==> config.mk <==
export PLATFORM = sky130hd
export DESIGN_NAME = fmm_fmul
export DESIGN_NICKNAME = d
export VERILOG_FILES = /design/src/float_matrix_multiply_4x4_macros.svh /design/src/fmm_pkg.sv /design/src/fmm_fmul.sv
export SDC_FILE = /design/constraint.sdc
export NUM_CORES = 2
export LEC_CHECK = 0
export ABC_AREA = 1
export BUFFER_PORTS_ARGS = -buffer_cell sky130_fd_sc_hd__buf_2
export CELL_PAD_IN_SITES_DETAIL_PLACEMENT = 1
export CELL_PAD_IN_SITES_GLOBAL_PLACEMENT = 2
export CORE_UTILIZATION = 38
export CTS_BUF_LIST = sky130_fd_sc_hd__clkbuf_8 sky130_fd_sc_hd__clkbuf_16
export DETAILED_ROUTE_END_ITERATION = 7
export PLACE_DENSITY_LB_ADDON = 0.15
export SLEW_MARGIN = 20
export SYNTH_ARGS = -nofsm -noshare
export SYNTH_HDL_FRONTEND = slang
export SYNTH_SLANG_ARGS = --single-unit
==> constraint.sdc <==
create_clock -name clk -period 11.4 [get_ports clk]
set_clock_uncertainty 0.2 [all_clocks]
set_input_delay 0.57 -clock clk [delete_from_list [all_inputs] [get_ports clk]]
set_output_delay 0.57 -clock clk [all_outputs]
set_load 0.005 [all_outputs]
==> src/float_matrix_multiply_4x4_macros.svh <==
// ---------------------------------------------------------------------------
// float_matrix_multiply_4x4_macros
// Assertion macros for the float matrix multiply block.
// ---------------------------------------------------------------------------
`ifndef FLOAT_MATRIX_MULTIPLY_4X4_MACROS_SVH
`define FLOAT_MATRIX_MULTIPLY_4X4_MACROS_SVH
`ifndef SYNTHESIS
`define FMM_ASSERT_IMPL(label, clk, rst_n, ante, cons, msg) \
    label: assert property (@(posedge clk) disable iff (!rst_n) (ante) |-> (cons)) \
        else $error(msg);
`define FMM_ASSERT_NEXT(label, clk, rst_n, ante, cons, msg) \
    label: assert property (@(posedge clk) disable iff (!rst_n) (ante) |=> (cons)) \
        else $error(msg);
`else
`define FMM_ASSERT_IMPL(label, clk, rst_n, ante, cons, msg)
`define FMM_ASSERT_NEXT(label, clk, rst_n, ante, cons, msg)
`endif
`endif

==> src/fmm_pkg.sv <==
// ---------------------------------------------------------------------------
// fmm_pkg
// Shared constants and pipeline types for the float matrix multiply.
// ---------------------------------------------------------------------------
`timescale 1ns / 1ps
`default_nettype none
package fmm_pkg;
    localparam logic        OP_LOAD   = 1'b0;
    localparam logic        OP_MULT   = 1'b1;
    localparam logic [31:0] QNAN_BITS = 32'h7FC0_0000;
    localparam int          NSTAGE    = 7;

    // Operand class flags computed by classify().
    typedef struct packed {
        logic nan;
        logic inf;
        logic zero;
    } fcls_t;

    function automatic fcls_t classify(input logic [31:0] x);
        fcls_t c;
        c.nan  = (x[30:23] == 8'hFF) && (x[22:0] != 23'd0);
        c.inf  = (x[30:0] == 31'h7F80_0000);
        c.zero = (x[30:0] == 31'd0);
        return c;
    endfunction

    // Round a normalized-or-subnormal magnitude: sig has bit 26 leading when
    // normal, 3 guard bits below a 24-bit significand field; e is biased,
    // below 1 for a subnormal result.
    // Returns packed result (sticky already in sig[0]).
    function automatic logic [31:0] round_fin(input logic s, input logic signed [10:0] e,
                                              input logic [26:0] sig);
        logic [24:0] mant;
        logic        rup;
        logic [7:0]  ebase;
        logic [31:0] r;
        rup   = sig[2] && (sig[1] || sig[0] || sig[3]);
        mant  = {1'b0, sig[26:3]} + {24'd0, rup};
        ebase = (e < 11'sd1) ? 8'd0 : (e[7:0] - 8'd1);
        // mant carry into bit 24 bumps the exponent through the add below
        if (e >= 11'sd255)
            r = {s, 8'hFF, 23'd0};
        else
            r = {s, 31'd0} + {1'b0, ebase, 23'd0} + {7'd0, mant};
        if (r[30:23] == 8'hFF) r = {s, 8'hFF, 23'd0};
        return r;
    endfunction
endpackage
`default_nettype wire

==> src/fmm_fmul.sv <==
// ---------------------------------------------------------------------------
// fmm_fmul
// Two-stage binary32 multiplier: product register, then normalize and round.
// ---------------------------------------------------------------------------
`timescale 1ns / 1ps
`default_nettype none
module fmm_fmul
    import fmm_pkg::*;
(
    input  wire logic        clk,
    input  wire logic        en,
    input  wire logic [31:0] a,
    input  wire logic [31:0] b,
    output logic      [31:0] p
);
    fcls_t              ca, cb;
    logic [47:0]        prod_reg, prod_next;
    logic signed [10:0] exp_reg, exp_next;
    logic               sign_reg, spec_reg, spec_next;
    logic [31:0]        sval_reg, sval_next;
    logic [31:0]        p_reg, p_next;

    always_comb
    begin
        ca = classify(a);
        cb = classify(b);
        prod_next = {24'd0, (a[30:23] != 8'd0), a[22:0]} * {24'd0, (b[30:23] != 8'd0), b[22:0]};
        // value = prod * 2^(exp-127-47) with exp = ea+eb-126 in product-scale
        exp_next = $signed({3'd0, ((a[30:23] == 8'd0) ? 8'd1 : a[30:23])})
                 + $signed({3'd0, ((b[30:23] == 8'd0) ? 8'd1 : b[30:23])}) - 11'sd126;
        spec_next = 1'b1;
        if (ca.nan || cb.nan || (ca.inf && cb.zero) || (cb.inf && ca.zero))
            sval_next = QNAN_BITS;
        else if (ca.inf || cb.inf)
            sval_next = {a[31] ^ b[31], 8'hFF, 23'd0};
        else if (ca.zero || cb.zero)
            sval_next = {a[31] ^ b[31], 31'd0};
        else
        begin
            spec_next = 1'b0;
            sval_next = 32'd0;
        end
    end

    always_ff @(posedge clk)
    begin
        if (en)
        begin
            prod_reg <= prod_next;
            exp_reg  <= exp_next;
            sign_reg <= a[31] ^ b[31];
            spec_reg <= spec_next;
            sval_reg <= sval_next;
        end
    end

    // Leading-one position: prod has leading bit at 47 or below.
    logic [5:0]         lz;
    logic [47:0]        nrm;
    logic signed [10:0] en_exp;
    logic [5:0]         rsh;
    logic [47:0]        sh;
    logic               stk;
    logic [26:0]        sig;

    always_comb
    begin
        lz = 6'd0;
        for (int i = 0; i < 48; i++)
            if (prod_reg[i]) lz = 6'(47 - i);
        nrm    = prod_reg << lz;
        en_exp = exp_reg - $signed({5'd0, lz});
        rsh    = 6'd0;
        if (en_exp < 11'sd1)
            rsh = (en_exp < -11'sd40) ? 6'd41 : 6'(11'sd1 - en_exp);
        sh  = nrm >> rsh;
        stk = ((nrm & ((48'd1 << rsh) - 48'd1)) != 48'd0) || (sh[21:0] != 22'd0);
        sig = {sh[47:22], stk};
        if (spec_reg)
            p_next = sval_reg;
        else if (sh[47])
            p_next = round_fin(sign_reg, (rsh != 6'd0) ? 11'sd1 : en_exp, sig);
        else
            p_next = round_fin(sign_reg, 11'sd0, sig);
    end

    always_ff @(posedge clk)
    begin
        if (en) p_reg <= p_next;
    end
    assign p = p_reg;
endmodule
`default_nettype wire

==> results.md <==
- Outcome: finished, violations left
- Violated checks: design-rule violations
- Final Hold Viols: 0
- Gr usage total: 0.2706
- Skew-Pair Late Insertion Delay: 0.38 ns
- Antenna violations before repair: 2
- Nets: 5,091
- Setup WS pre-CTS: 0.7659 ns
- Worst hold-check path type: input pin to flip-flop
- DRC violations left: 16
- Detailed-route via count: 28,530
- Critical path type: flip-flop to flip-flop
- Slowest stage cell, crit path: nand3_1
- Layout cells sized above 1: 0.05389
- Synth unique cells: 59
- First-pass GRT wire length: 173,800 µm
- Most common cell after layout, fill and taps aside: nand2_1
- Dpl cells: 5,384
- CP max FO: 21
- Max Clk Rate: 100.3 MHz
- Number of cells on the critical path: 88
- Worst path arrival time: 9.92 ns
- Setup TNS: 0 ns
- Slew Viols, Final: 0
- Longest Clk Path Bufs: 2
- Routability cong.: 0.9328
- EDFF count, synth: 95
- DR WL met2: 55,160 µm
- Mapped Cells: 4,441
- Initial DRC Count: 1,502
- Capture point of the worst path: p[0]
- Final wirelength: 109,600 µm
- Hold buffer count at CTS: 0
- Reg-to-Reg End: p[0]
- Synth top area cells: fa_1 31%, nand2_1 14%, inv_1 11%, nand3_1 9.6%, edfxtp_1 9.2%
- Area leader, netlist: fa_1
- Worst Setup End Kind: flip-flop
- Number of global-route vias before repair: 30,320
- TritonCTS clock tree: yes
- M1 WL: 48,390 µm
- Clk pin slew, worst setup/hold paths: 0.08 ns
- Cell mode on critical path: nand2_1
- CP Launch Point: prod_reg[2]
- Num ports: 98
- Final worst slack: 1.426 ns
- R2R depth: 88
- Drt pass-1 iters: 7
- Max cap viols: 0
- Synth-to-layout area growth: 4.747%
- Yosys warnings: 0
- CP required: 11.34 ns
- Slew HR: 0.2986
- Post-route ant nets: 0
- Largest register FFs: 48
- Synth Flop Type: edfxtp_1
- Worst R2R Start: prod_reg[2]
- Highest routed layer: met4
- Met3 WL: 3335 µm
- Most frequent cells in the layout: 1,169 x nand2_1, 875 x inv_1, 597 x nand3_1
- Worst hold path stage count: 2
- Final setup violation count: 0
- Routed length per instance: 20.27 µm
- Largest net degree at the start of global routing: 61
- Core ar.: 0.08068 mm²
- Mean area per synthesized cell: 6.992 µm²
- Final Cycle Share: 0.8749
- Max incr delay on CP: 0.51 ns
- Worst Tran Pin Value: 1.051 ns
- Tmin final: 9.974 ns
- Seq/Total Area, Yosys: 0.09187
- Global route overflow: 0
- Die X: 287.9 µm
- Clock sink count: 95
- R2R setup slack: 1.43 ns
- Post-DP HPWL: 88,530 µm
- #FFs+latches synth: 95
- Clock root buffer: clkbuf_16
- H-tree levels: 3
- Hold_sp: a[31]
- Initial Utilization: 0.3849
- Worst Path Buf+Inv: 3
- Fillers: 10,370
- Vias per cell: 5.280
- Crit start category: flip-flop
- Die Y: 287.9 µm
- Ys async rst share: 0
- Fin cells: 5,404
- FP Rows: 104
- IO Port Bufs: 97
- Die area: 0.08286 mm²
- Synth top area share: 0.3127
- Post-Syn Area: 0.03105 mm²
- Post-synth net total: 5,194
- Number of buffers created by CTS: 9
- Delay-heaviest family, CP: simple AND/OR/NAND/NOR gates
[worst min path at each step]
stage | end | slack (ns)
finish | sign_reg | 0.32
global route | sign_reg | 0.33
CTS | sign_reg | 0.30
detailed placement | p[31] | 0.35
global placement | p[31] | 0.32
floorplan | p[22] | 0.29
[worst register-to-register path, delay by kind of cell (launching register included)]
kind            cells  cell delay, ns
buf+inv             3            0.68
compound gates      5            0.64
simple gates       75            6.57
fa+ha+maj           3            0.89
flops               1            0.42
xor+xnor            2            0.33
[metrics by stage]
stage / area, µm² / util / hold slack (ns)
finish: 32520 / 0.4031 / 0.3236
detailed placement: 32130 / 0.3983 / 0.3470
global placement: 32130 / 0.3983 / 0.3216
CTS: 32430 / 0.4019 / 0.3049
floorplan: 31050 / - / 0.2947
global route: 32520 / 0.4031 / 0.3273
[repair_timing]
| item | in CTS | in global routing |
|---|---|---|
| setup endpoints to repair | 0 | 24 |
| resized for setup | 0 | 18 |
| setup buffers | 0 | 2 |
[logic make-up (layout without fill, tap and decap cells)]
logic type | Yosys count | in the layout | share of synthesized area
buffers and inverters | 1148 | 1049 | 0.1420
adders and majority gates | 687 | 687 | 0.3941
and+or+nand+nor | 2209 | 2209 | 0.3070
xor gates and xnor gates | 89 | 89 | 0.02535
AOI/OAI and AO/OA | 213 | 213 | 0.03965
other | 0 | 2 | 0
DFF | 95 | 95 | 0.09187
[cells in the mapped netlist, types with 4 or more instances]
| cell | instances |
|---|---|
| nor2_1 | 270 |
| a21oi_2 | 5 |
| inv_1 | 875 |
| o21ai_1 | 9 |
| buf_2 | 28 |
| nand4_1 | 55 |
| nor2_2 | 13 |
| a21oi_1 | 92 |
| nand2_2 | 13 |
| a31oi_1 | 7 |
| inv_2 | 18 |
| ha_1 | 202 |
| o31ai_1 | 8 |
| nor3_1 | 31 |
| nand2_1 | 1172 |
| edfxtp_1 | 95 |
| o21ai_0 | 56 |
| o2111ai_1 | 4 |
| buf_1 | 18 |
| fa_1 | 485 |
| buf_4 | 7 |
| o21bai_1 | 4 |
| clkbuf_1 | 193 |
| nand3_2 | 9 |
| nor4_1 | 24 |
| xor2_1 | 60 |
| buf_6 | 5 |
| nand3_1 | 597 |
| xnor2_1 | 28 |
[final cells by class]
cell class | count | area, µm² | share of cell area
Multi-Input combinational cell | 3198 | 23840 | 0.7331
Inverter | 897 | 3377 | 0.1038
Sequential cell | 95 | 2853 | 0.08771
Tap cell | 1060 | 1326 | 0.04078
Timing Repair Buffer | 137 | 825.8 | 0.02539
Clock buffer | 9 | 225.2 | 0.006924
Clock inverter | 6 | 68.82 | 0.002116
Antenna cell | 2 | 5.005 | 0.0001539
[routing by layer]
| layer | vias up | GRT usage |
|---|---|---|
| met1 | 14480 | 0.3531 |
| met5 | - | 0 |
| met4 | 0 | 0.06653 |
| met3 | 122 | 0.01577 |
| met2 | 518 | 0.4858 |
| li1 | 13420 | - |
Power is not shown: default switching activity piles up to over one toggle a cycle in this logic, so the estimate is an artifact.
